--- src/rtl/lal_pkg.sv ---
// Package: constants, state type and fixed-point helpers for the Lorenz LFO.
package lal_pkg;

    localparam int STATE_W  = 32;
    localparam int OFFS_W   = 18;
    localparam int STEP_W   = 18;
    localparam int LEVEL_W  = 16;
    localparam int APB_AW   = 3;
    localparam int APB_DW   = 32;

    // register index (word address)
    localparam logic REG_STEP_SIZE = 1'b0;

    localparam logic [STEP_W-1:0]         STEP_MAX   = 18'd167772;
    localparam logic signed [31:0]        Z_INIT     = 32'sd2464154;
    localparam logic signed [32:0]        COEF_B_Q16 = 33'sd1835008;
    localparam logic signed [31:0]        COEF_C_Q16 = 32'sd174763;
    localparam logic signed [33:0]        LEVEL_BIAS = 34'sd1310720;  // 0.5 * 40 in Q16
    localparam logic signed [33:0]        LEVEL_RND  = 34'sd20;
    localparam logic signed [33:0]        LEVEL_TOP  = 34'sd2621420;  // quotient reaches 65536
    // floor(m/5) = (m * 419431) >> 21, exact for m below 699050
    localparam logic signed [31:0]        RECIP_5    = 32'sd419431;
    localparam logic [LEVEL_W-1:0]        LEVEL_MAX  = 16'hFFFF;

    typedef enum logic [3:0] {
        S_IDLE,
        S_P1,
        S_P2,
        S_P3,
        S_P4,
        S_P5,
        S_P6,
        S_P7,
        S_OUT
    } t_lal_state;

    function automatic logic signed [31:0] sat32(input logic signed [63:0] v);
        logic signed [31:0] r;
        if (v > 64'sd2147483647)
            r = 32'sh7FFFFFFF;
        else if (v < -64'sd2147483648)
            r = 32'sh80000000;
        else
            r = v[31:0];
        return r;
    endfunction

    // add half, then arithmetic shift (floor)
    function automatic logic signed [47:0] rnd16(input logic signed [63:0] p);
        logic signed [63:0] s;
        s = p + 64'sd32768;
        return s[63:16];
    endfunction

    function automatic logic signed [39:0] rnd24(input logic signed [63:0] p);
        logic signed [63:0] s;
        s = p + 64'sd8388608;
        return s[63:24];
    endfunction

endpackage

--- src/rtl/lal_in_if.sv ---
// Request channel carrying one sample tick with its reload offsets.
interface lal_in_if;
    logic               valid;
    logic               ready;
    logic               command;
    logic signed [17:0] offset_x;
    logic signed [17:0] offset_y;
    logic signed [17:0] offset_z;

    modport source (output valid, command, offset_x, offset_y, offset_z, input ready);
    modport sink   (input valid, command, offset_x, offset_y, offset_z, output ready);
endinterface

--- src/rtl/lal_out_if.sv ---
// Result channel carrying one LFO level.
interface lal_out_if;
    logic        valid;
    logic        ready;
    logic [15:0] level;

    modport source (output valid, level, input ready);
    modport sink   (input valid, level, output ready);
endinterface

--- src/rtl/lorenz_attractor_lfo.sv ---
// Lorenz-system chaotic LFO: one forward-Euler step per sample tick, one level out.
//
// i_in (valid/ready): one request per sample tick. command = 0 advances the
// state one step; command = 1 first loads x, y from offset_x/offset_y and z
// from 37.6 + offset_z, then advances. o_out (valid/ready): one level per
// request, x/40 + 0.5 as unsigned Q0.16, saturated.
// APB port: register 0 (address 0) is step_size, Q0.24, used clamped to 0.01.
// Write it only while the block is idle.
//
// Timing: a request is taken only in the idle state. The step runs through
// seven passes of one shared 32x32 multiplier (three state products, three
// step scalings, one reciprocal multiply for the /40), then one output cycle:
// the level is registered there, and no new request is taken until the
// block is back in idle. If the receiver stalls, the level waits in the output
// register and the block holds in its output cycle with ready low.
// Reset (synchronous, active low) clears x and y, sets z to 37.6, step_size
// to 0 and drops the output valid.
module lorenz_attractor_lfo
    import lal_pkg::*;
(
    input  logic                i_clk,
    input  logic                i_rst_n,
    lal_in_if.sink              i_in,
    lal_out_if.source           o_out,
    input  logic                psel,
    input  logic                penable,
    input  logic                pwrite,
    input  logic [APB_AW-1:0]   paddr,
    input  logic [APB_DW-1:0]   pwdata,
    output logic [APB_DW-1:0]   prdata,
    output logic                pready
);

    t_lal_state r_state, n_state;

    logic [STEP_W-1:0]          r_step_size;
    logic signed [31:0]         r_x, r_y, r_z;
    logic signed [31:0]         r_d1, r_d2, r_d3;
    logic signed [47:0]         r_xy;
    logic signed [63:0]         r_prod;
    logic                       r_lvl_lo, r_lvl_hi;
    logic [LEVEL_W-1:0]         r_level;
    logic                       r_out_valid;

    logic                       in_acc;
    logic                       out_load;
    logic [STEP_W-1:0]          step_t;
    logic signed [32:0]         diff_yx;
    logic signed [36:0]         d1_full;
    logic signed [32:0]         bz_full;
    logic signed [33:0]         lvl_num;
    logic signed [33:0]         lvl_rnd;
    logic [18:0]                lvl_m;
    logic signed [31:0]         mul_a, mul_b;
    logic signed [63:0]         mul_p;

    // ---------------- configuration ----------------
    assign pready = 1'b1;
    assign prdata = (paddr[2] == REG_STEP_SIZE) ? APB_DW'(r_step_size) : '0;

    always_ff @(posedge i_clk) begin
        if (!i_rst_n) begin
            r_step_size <= '0;
        end else if (psel && penable && pwrite && pready && paddr[2] == REG_STEP_SIZE) begin
            r_step_size <= pwdata[STEP_W-1:0];
        end
    end

    assign step_t = (r_step_size > STEP_MAX) ? STEP_MAX : r_step_size;

    // ---------------- sequencer ----------------
    always_comb begin
        n_state = r_state;
        case (r_state)
            S_IDLE:  if (i_in.valid) n_state = S_P1;
            S_P1:    n_state = S_P2;
            S_P2:    n_state = S_P3;
            S_P3:    n_state = S_P4;
            S_P4:    n_state = S_P5;
            S_P5:    n_state = S_P6;
            S_P6:    n_state = S_P7;
            S_P7:    n_state = S_OUT;
            S_OUT:   if (!r_out_valid || o_out.ready) n_state = S_IDLE;
            default: n_state = S_IDLE;
        endcase
    end

    always_comb begin
        i_in.ready = 1'b0;
        out_load   = 1'b0;
        case (r_state)
            S_IDLE:  i_in.ready = 1'b1;
            S_OUT:   out_load   = !r_out_valid || o_out.ready;
            default: begin
                i_in.ready = 1'b0;
                out_load   = 1'b0;
            end
        endcase
    end

    assign in_acc = i_in.valid && i_in.ready;

    always_ff @(posedge i_clk) begin
        if (!i_rst_n) begin
            r_state     <= S_IDLE;
            r_out_valid <= 1'b0;
        end else begin
            r_state <= n_state;
            if (out_load)
                r_out_valid <= 1'b1;
            else if (o_out.ready)
                r_out_valid <= 1'b0;
        end
    end

    assign o_out.valid = r_out_valid;
    assign o_out.level = r_level;

    // ---------------- shared multiplier ----------------
    assign diff_yx = 33'(r_y) - 33'(r_x);
    assign d1_full = (37'(diff_yx) <<< 3) + (37'(diff_yx) <<< 1);
    assign bz_full = COEF_B_Q16 - 33'(r_z);

    assign lvl_num = 34'(r_x) + LEVEL_BIAS;
    assign lvl_rnd = lvl_num + LEVEL_RND;
    assign lvl_m   = lvl_rnd[21:3];   // (num + 20) / 8, valid when in range

    always_comb begin
        case (r_state)
            S_P1: begin
                mul_a = sat32(64'(bz_full));
                mul_b = r_x;
            end
            S_P2: begin
                mul_a = r_x;
                mul_b = r_y;
            end
            S_P3: begin
                mul_a = r_z;
                mul_b = COEF_C_Q16;
            end
            S_P4: begin
                mul_a = r_d1;
                mul_b = 32'(step_t);
            end
            S_P5: begin
                mul_a = r_d2;
                mul_b = 32'(step_t);
            end
            S_P6: begin
                mul_a = r_d3;
                mul_b = 32'(step_t);
            end
            S_P7: begin
                mul_a = 32'(lvl_m);
                mul_b = RECIP_5;
            end
            default: begin
                mul_a = '0;
                mul_b = '0;
            end
        endcase
    end

    assign mul_p = 64'(mul_a) * 64'(mul_b);

    // ---------------- datapath ----------------
    // each state consumes the product registered in the state before it
    always_ff @(posedge i_clk) begin
        if (!i_rst_n) begin
            r_x <= '0;
            r_y <= '0;
            r_z <= Z_INIT;
        end else begin
            // level product stays put while the output cycle waits
            if (r_state != S_OUT)
                r_prod <= mul_p;
            case (r_state)
                S_IDLE: begin
                    if (in_acc && i_in.command) begin
                        r_x <= 32'(i_in.offset_x);
                        r_y <= 32'(i_in.offset_y);
                        r_z <= Z_INIT + 32'(i_in.offset_z);
                    end
                end
                S_P1: r_d1 <= sat32(64'(d1_full));
                S_P2: r_d2 <= sat32(64'(rnd16(r_prod)) - 64'(r_y));
                S_P3: r_xy <= rnd16(r_prod);
                S_P4: r_d3 <= sat32(64'(r_xy) - 64'(rnd16(r_prod)));
                S_P5: r_x  <= sat32(64'(r_x) + 64'(rnd24(r_prod)));
                S_P6: r_y  <= sat32(64'(r_y) + 64'(rnd24(r_prod)));
                S_P7: begin
                    r_z      <= sat32(64'(r_z) + 64'(rnd24(r_prod)));
                    r_lvl_lo <= lvl_num < 34'sd0;
                    r_lvl_hi <= lvl_num >= LEVEL_TOP;
                end
                S_OUT: begin
                    if (out_load) begin
                        if (r_lvl_lo)
                            r_level <= '0;
                        else if (r_lvl_hi)
                            r_level <= LEVEL_MAX;
                        else
                            r_level <= r_prod[36:21];
                    end
                end
                default: ;
            endcase
        end
    end

    // ---------------- assertions ----------------
    a_accept_starts: assert property (@(posedge i_clk) disable iff (!i_rst_n)
        in_acc |=> r_state == S_P1)
        else $error("accepted request did not start the step");

    a_valid_from_out: assert property (@(posedge i_clk) disable iff (!i_rst_n)
        $rose(r_out_valid) |-> $past(r_state) == S_OUT)
        else $error("output valid rose outside the output cycle");

    a_low_sat: assert property (@(posedge i_clk) disable iff (!i_rst_n)
        (out_load && r_lvl_lo) |=> o_out.level == '0)
        else $error("negative level not saturated to zero");

    a_step_clamp: assert property (@(posedge i_clk) disable iff (!i_rst_n)
        step_t <= STEP_MAX)
        else $error("step size exceeds clamp");

endmodule
--- src/flat_wrapper.sv ---
// flat-port wrapper written by rule: the top's interface ports become plain ports
module lorenz_attractor_lfo_flat import lal_pkg::*;
  (i_clk, i_rst_n, psel, penable, pwrite, paddr, pwdata, prdata, pready, i_in_valid, i_in_command, i_in_offset_x, i_in_offset_y, i_in_offset_z, i_in_ready, o_out_valid, o_out_level, o_out_ready);
  lal_in_if i_in_i ();
  lal_out_if o_out_i ();
  input  logic i_clk;
  input  logic i_rst_n;
  input  logic psel;
  input  logic penable;
  input  logic pwrite;
  input  logic [APB_AW-1:0] paddr;
  input  logic [APB_DW-1:0] pwdata;
  output logic [APB_DW-1:0] prdata;
  output logic pready;
  input wire logic [$bits(i_in_i.valid)-1:0] i_in_valid;
  input wire logic [$bits(i_in_i.command)-1:0] i_in_command;
  input wire logic [$bits(i_in_i.offset_x)-1:0] i_in_offset_x;
  input wire logic [$bits(i_in_i.offset_y)-1:0] i_in_offset_y;
  input wire logic [$bits(i_in_i.offset_z)-1:0] i_in_offset_z;
  output wire logic [$bits(i_in_i.ready)-1:0] i_in_ready;
  output wire logic [$bits(o_out_i.valid)-1:0] o_out_valid;
  output wire logic [$bits(o_out_i.level)-1:0] o_out_level;
  input wire logic [$bits(o_out_i.ready)-1:0] o_out_ready;
  assign i_in_i.valid = i_in_valid;
  assign i_in_i.command = i_in_command;
  assign i_in_i.offset_x = i_in_offset_x;
  assign i_in_i.offset_y = i_in_offset_y;
  assign i_in_i.offset_z = i_in_offset_z;
  assign i_in_ready = i_in_i.ready;
  assign o_out_valid = o_out_i.valid;
  assign o_out_level = o_out_i.level;
  assign o_out_i.ready = o_out_ready;
  lorenz_attractor_lfo u_core (.i_clk(i_clk), .i_rst_n(i_rst_n), .i_in(i_in_i), .o_out(o_out_i), .psel(psel), .penable(penable), .pwrite(pwrite), .paddr(paddr), .pwdata(pwdata), .prdata(prdata), .pready(pready));
endmodule
--- config.mk ---
export PLATFORM = sky130hd
export DESIGN_NAME = lorenz_attractor_lfo_flat
export DESIGN_NICKNAME = d
export VERILOG_FILES = /design/src/rtl/lal_pkg.sv /design/src/rtl/lal_in_if.sv /design/src/rtl/lal_out_if.sv /design/src/rtl/lorenz_attractor_lfo.sv /design/src/flat_wrapper.sv
export SDC_FILE = /design/constraint.sdc
export NUM_CORES = 2
export LEC_CHECK = 0
export BUFFER_PORTS_ARGS = -buffer_cell sky130_fd_sc_hd__clkbuf_2
export CORE_UTILIZATION = 40
export CTS_BUF_LIST = sky130_fd_sc_hd__clkbuf_8
export CTS_CLUSTER_SIZE = 28
export DETAILED_ROUTE_END_ITERATION = 10
export PLACE_DENSITY = 0.54
export REMOVE_ABC_BUFFERS = 1
export SLEW_MARGIN = 25
export SYNTH_ARGS = -nofsm -noshare
export SYNTH_HDL_FRONTEND = slang
export SYNTH_SLANG_ARGS = --single-unit
--- constraint.sdc ---
create_clock -name i_clk -period 16.62 [get_ports i_clk]
set_input_delay 1.662 -clock i_clk [delete_from_list [all_inputs] [get_ports i_clk]]
set_output_delay 1.662 -clock i_clk [all_outputs]
set_load 0.05 [all_outputs]
# Yosys cells after proc, flatten, opt, wreduce, memory -nomap -nowiden
# Cells that the tools add are included.
totals:
  out_inout_bits: 51
  inputBits: 97
  wordCells: 111
  regBits: 345
op_classes:
  n_addsub: 13
  n_bitwise: 1
  muxes: 29
  n_reduce_logical: 24
  mul: 1
  n_eq_ne: 12
  magnitude_cmp: 17
ops:
  columns: ["op", "n"]
  rows:
  - ["two-way mux 32 bit", 14]
  - ["greater-than comparator 64 x 32 -> 1 bit (second input constant)", 5]
  - ["< comparator 64 x 32 -> 1 bit (second input constant)", 5]
  - ["one-hot mux 32 bit (7 select lines)", 1]
  - ["one-hot mux 32 bit (2 select lines)", 3]
  - ["one-hot mux 32 bit (5 select lines)", 1]
  - ["adder 32 x 40 -> 41 bit", 3]
  - ["adder 64 x 17 -> 64 bit (second input constant)", 1]
  - ["adder 64 x 25 -> 64 bit (second input constant)", 1]
  - ["multiplier 32 x 32 -> 64 bit", 1]
  - ["subtractor 48 x 32 -> 49 bit", 1]
  - ["subtractor 48 x 48 -> 49 bit", 1]
  - ["adder 36 x 34 -> 37 bit", 1]
  - ["greater-than comparator 37 x 32 -> 1 bit (second input constant)", 1]
  - ["< comparator 37 x 32 -> 1 bit (second input constant)", 1]
  - ["two-way mux 18 bit", 2]
  - ["one-hot mux 4 bit (9 select lines)", 1]
  - ["adder 32 x 22 -> 33 bit (second input constant)", 1]
  - [">= comparator 33 x 23 -> 1 bit (second input constant)", 1]
  - ["greater-than comparator 33 x 32 -> 1 bit (second input constant)", 1]
  - ["< comparator 33 x 1 -> 1 bit (second input constant)", 1]
  - ["< comparator 33 x 32 -> 1 bit (second input constant)", 1]
  - ["subtractor 22 x 32 -> 33 bit (first input constant)", 1]
  - ["subtractor 32 x 32 -> 33 bit", 1]
  - ["22 further kinds", 47]

# Logic depth before layout (Yosys ltp)
depth:
  ltp_word: 6
  depth_mapped: 47
  ltp_nobuf: 43

# Worst setup path after synthesis
# Ideal clock, no wire load.
synth_path:
  path_type: "register to register"
  start: "register u_core.r_z[1]"
  end: "register u_core.r_prod[63] (data pin)"
  stages_incl_launch_ff: 42
  required_time_ns: 16.360
  synth_period_minus_slack_ns: 10.611
  t_arrival_ns: 10.351
  slack_ns: 6.009
  cell_sequence: "dfxtp_1 -> inv_1 -> ha_1 -> nor4b_2 -> nand3_2 -> or3_1 -> nand3_1 -> xnor2_1 -> a2111oi_0 -> nand4_1 -> o32ai_1 -> buf_2 -> buf_6 -> o21ai_1 -> o2111a_1 -> buf_2 -> buf_6 -> nor2_1 -> (+6 left out) -> fa_1 -> inv_1 -> fa_1 -> inv_1 -> ha_1 -> a21o_1 -> a21o_1 -> a21o_1 -> a21o_1 -> a21oi_1 -> o21ai_0 -> a21o_1 -> a221o_1 -> a221o_1 -> a31o_2 -> a221o_1 -> a21oi_1 -> xnor2_1"
synth_between:
  elab_chain_len: 6
  elab_cells_between_ends: 7
  classes_between: "add/sub (1); mul (1); order compare (2); mux (3)"
synth_lines:
  columns: ["element", "line", "text"]
  rows:
  - ["start: declaration", "lorenz_attractor_lfo.sv:37", "logic signed [31:0] r_x, r_y, r_z;"]
  - ["start signal: assignment", "lorenz_attractor_lfo.sv:183", "r_z <= Z_INIT + 32'(i_in.offset_z);"]
  - ["start signal: assignment", "lorenz_attractor_lfo.sv:193", "r_z <= sat32(64'(r_z) + 64'(rnd24(r_prod)));"]
  - ["subtractor 22 x 32 -> 33 bit", "lorenz_attractor_lfo.sv:122", "assign bz_full = COEF_B_Q16 - 33'(r_z);"]
  - ["< comparator 33 x 32 -> 1 bit", "lal_pkg.sv:41", "else if (v < -64'sd2147483648)"]
  - ["two-way mux 32 bit", "lal_pkg.sv:41", null]
  - ["two-way mux 32 bit", "lal_pkg.sv:39", "if (v > 64'sd2147483647)"]
  - ["one-hot mux 32 bit (7 select lines) (*)", "lorenz_attractor_lfo.sv:129", "case (r_state)"]
  - ["multiplier 32 x 32 -> 64 bit (*)", "lorenz_attractor_lfo.sv:165", "assign mul_p = 64'(mul_a) * 64'(mul_b);"]
  - ["via u_core.mul_p[63]", "lorenz_attractor_lfo.sv:55", "logic signed [63:0] mul_p;"]
  - ["end signal: assignment", "lorenz_attractor_lfo.sv:177", "r_prod <= mul_p;"]
  - ["end: declaration", "lorenz_attractor_lfo.sv:40", "logic signed [63:0] r_prod;"]
# The timed path passes the listed nets; every way through them passes the cells marked *.
# A chain may end at the register's enable or synchronous reset.

# Worst setup path in the final report
# Ends and elaborated chain as after synthesis.

==> out/metrics.yaml <==
outcome: "finished clean"
hold_buffers: 0
cp_common_cell: "fa_1"
overflow: 0
critPathMaxStageDelay_ns: 0.61
synthArstFlopShare: 0
path_buf_inv: 9
min_to: "u_core.r_step_size[0]$_SDFFE_PN0P_"
numCtsBuffers: 66
gp_congestion: 1.00
grt_pass1_vias: 60500
postLayoutSetupSlackWorst_ns: 4.34
maxCapViolCount: 0
clock_sinks: 330
drv_slew: 0
clk_pin_slew_ns: 0.06
synth.avg_cell_area_um2: 8.47
cts_resized: 0
r2r_cells: 42
synthTopCellsByCount: "inv_1 (1439), fa_1 (1088), nand2_1 (947), nor2_1 (802), ha_1 (469)"
synth-seq-cells: 330
ios: 148
fmaxAchievable_mhz: 81.5
critPathSlowestCell: "nor3_1"
rsz0062_at_grt: "no"
yosysTopAreaCell: "fa_1"
leakagePower_nw: 34.8
cts_root_buffer: "clkbuf_8"
ys_warn_count: 0
synth_top_area_share: 0.317
clk_path_buf_depth: 3
dp_hpwl_mm: 220
grt_max_degree: 50
grt_pass1_wl_mm: 401
drc_errors: 0
hold_ws_ns: 0.501
tightest_slew_ns: 1.14
worstReg2RegStart: "u_core.r_z[1]$_SDFFE_PN1P_"
dr.pass1.iters: 8
min_period_ns: 12.28
start_kind: "flop"
maxSlewHeadroom: 0.241
htree_num_levels: 3
min_period_over_period: 0.739
finalSetupViolations: 0
grt.total_usage: 0.316
initial_core_util: 0.404
ys_seq_area_frac: 0.127
synth-main-ff-cell: "edfxtp_1"
synthMostInstantiatedCell: "inv_1"
totalWireLength_mm: 274
p_per_area_mw_per_mm2: 110
finalHoldViolations: 0
total_power_mw: 8.10
crit-reg2reg-capture: "u_core.r_prod[63]$_DFFE_PP_"
holdCritPathClass: "reg2reg"
first_iter_violations: 4959
drive_gt1_frac: 0.0643
ys_top_cells_by_area: "fa_1 (32%), edfxtp_1 (9.2%), ha_1 (8.5%)"
num_rows: 151
crit_cells: 42
area_delta_synth_final_pct: 6.83
vias: 59200
synth_area_mm2: 0.0687
hp-start: "u_core.r_step_size[0]$_SDFFE_PN0P_"
synth-edff-count: 211
cp-end-kind: "flop"
postCtsSetupBuffers: 0
clk-insertion-delay-late_ns: 0.75
ys_types: 109
drt-wirelength-per-cell_um: 26.4
cts_tree: "yes"
die_height_um: 416
coreArea_mm2: 0.170
arrival_ns: 12.69
vias_per_cell: 5.71
final.setup.tns_ns: 0
finalClockSkew_ns: 0.0515
antenna_found_initial: 8
post-place-ws_ns: 4.42
cp_top_family: "adder cells"
cp_max_fo: 29
ant_nets: 0
die-area_mm2: 0.173
port_buffers: 116
ir_worst_vdd_mv: 0.105
final_cells: 10400
crit_required_ns: 17.03
die_x_um: 416
whs_path_depth: 2
synth_cells: 8108
critPathKind: "reg2reg"
final_nets: 9751
reg2reg_slack_ns: 4.34
dp.cells: 10200
cells in the final DEF (no fill, tap or decap), drive strengths merged, types with 32 or more instances in the layout:
| cell type | Yosys | layout |
|---|---|---|
| and3 | 66 | 66 |
| a21oi | 337 | 337 |
| ha | 469 | 469 |
| nor2b | 81 | 81 |
| clkbuf | 254 | 190 |
| xor2 | 142 | 142 |
| o21a | 52 | 52 |
| xnor2 | 290 | 290 |
| o211ai | 80 | 80 |
| o21ai | 283 | 283 |
| fa | 1088 | 1088 |
| buf | 111 | 157 |
| inv | 1439 | 1457 |
| dfxtp | 119 | 119 |
| nand3 | 123 | 123 |
| a31oi | 45 | 45 |
| nor2 | 802 | 802 |
| nand2 | 948 | 948 |
| o21bai | 48 | 48 |
| a211oi | 32 | 32 |
| nand4 | 53 | 53 |
| a22oi | 60 | 60 |
| a21o | 213 | 213 |
| nand2b | 85 | 85 |
| edfxtp | 211 | 211 |
| nor3 | 96 | 96 |
| and2 | 45 | 45 |
| or3 | 44 | 44 |
final cells by class:
class                      count  area [µm²]
antenna                        7        17.5
timing repair buffer         273        1750
sequential                   330        8720
tap                         2218        2780
clock inverter                45         347
clock buffer                  74        1020
fill                       17000       96500
multi-input combinational   5985       53300
inverter                    1441        5410
worst min-delay path, cell delays in order (launching register included):
cell	delay (ns)
dfxtp_1	0.33
nand2_1	0.06
a21boi_0	0.06
layer usage:
layer / wire length (µm) / up-vias / GRT usage
li1: - / 26300 / -
met1: 113000 / 30100 / 0.411
met2: 125000 / 2317 / 0.511
met3: 20800 / 508 / 0.0514
met4: 15200 / 4 / 0.155
met5: 22 / - / 0
state kept, by name (all words and copies together) (netlist names), 4 cells and up:
register	flops
u_core.r_prod	49
u_core.r_xy	48
u_core.r_d1	32
u_core.r_d2	32
u_core.r_d3	32
u_core.r_x	32
u_core.r_y	32
u_core.r_z	32
u_core.r_step_size	18
u_core.o_out.level	16
u_core.r_state	4
per-stage QoR:
stage,area [µm²],util
floorplan,67100,-
global placement,71900,0.424
detailed placement,72000,0.424
CTS,73300,0.432
global route,73300,0.432
finish,73300,0.432
logic make-up (layout without fill, tap and decap cells):
family,count (synthesis),after routing,synth area share
and+or+nand+nor,2477,2477,0.162
buffers and inverters,1806,1833,0.102
adders and majority gates,1557,1557,0.403
AOI/OAI and AO/OA,1487,1487,0.149
xor gates and xnor gates,432,432,0.0551
DFF,330,330,0.127
muxes,17,17,0.00251
other,2,22,0.000109
worst max-delay path by stage:
stage | start | endpoint | slack, ns
finish | u_core.r_z[1]$_SDFFE_PN1P_ | u_core.r_prod[63]$_DFFE_PP_ | 4.34
floorplan | u_core.r_state[0]$_SDFFE_PN0P_ | u_core.r_prod[63]$_DFFE_PP_ | 1.37
global route | u_core.r_z[7]$_SDFFE_PN1P_ | u_core.r_prod[58]$_DFFE_PP_ | 3.84
detailed placement | u_core.r_z[0]$_SDFFE_PN0P_ | u_core.r_prod[63]$_DFFE_PP_ | 4.42
CTS | u_core.r_z[0]$_SDFFE_PN0P_ | u_core.r_prod[58]$_DFFE_PP_ | 4.35
global placement | u_core.r_z[0]$_SDFFE_PN0P_ | u_core.r_prod[63]$_DFFE_PP_ | 4.48
where the power goes:
part	internal (mW)	leakage, nW	switching, mW
combinational	2.15	31.1	3.71
sequential	1.11	2.93	0.208
clock	0.491	0.762	0.439
total	3.75	34.8	4.35
No activity file was read; power rests on OpenSTA's default activity.
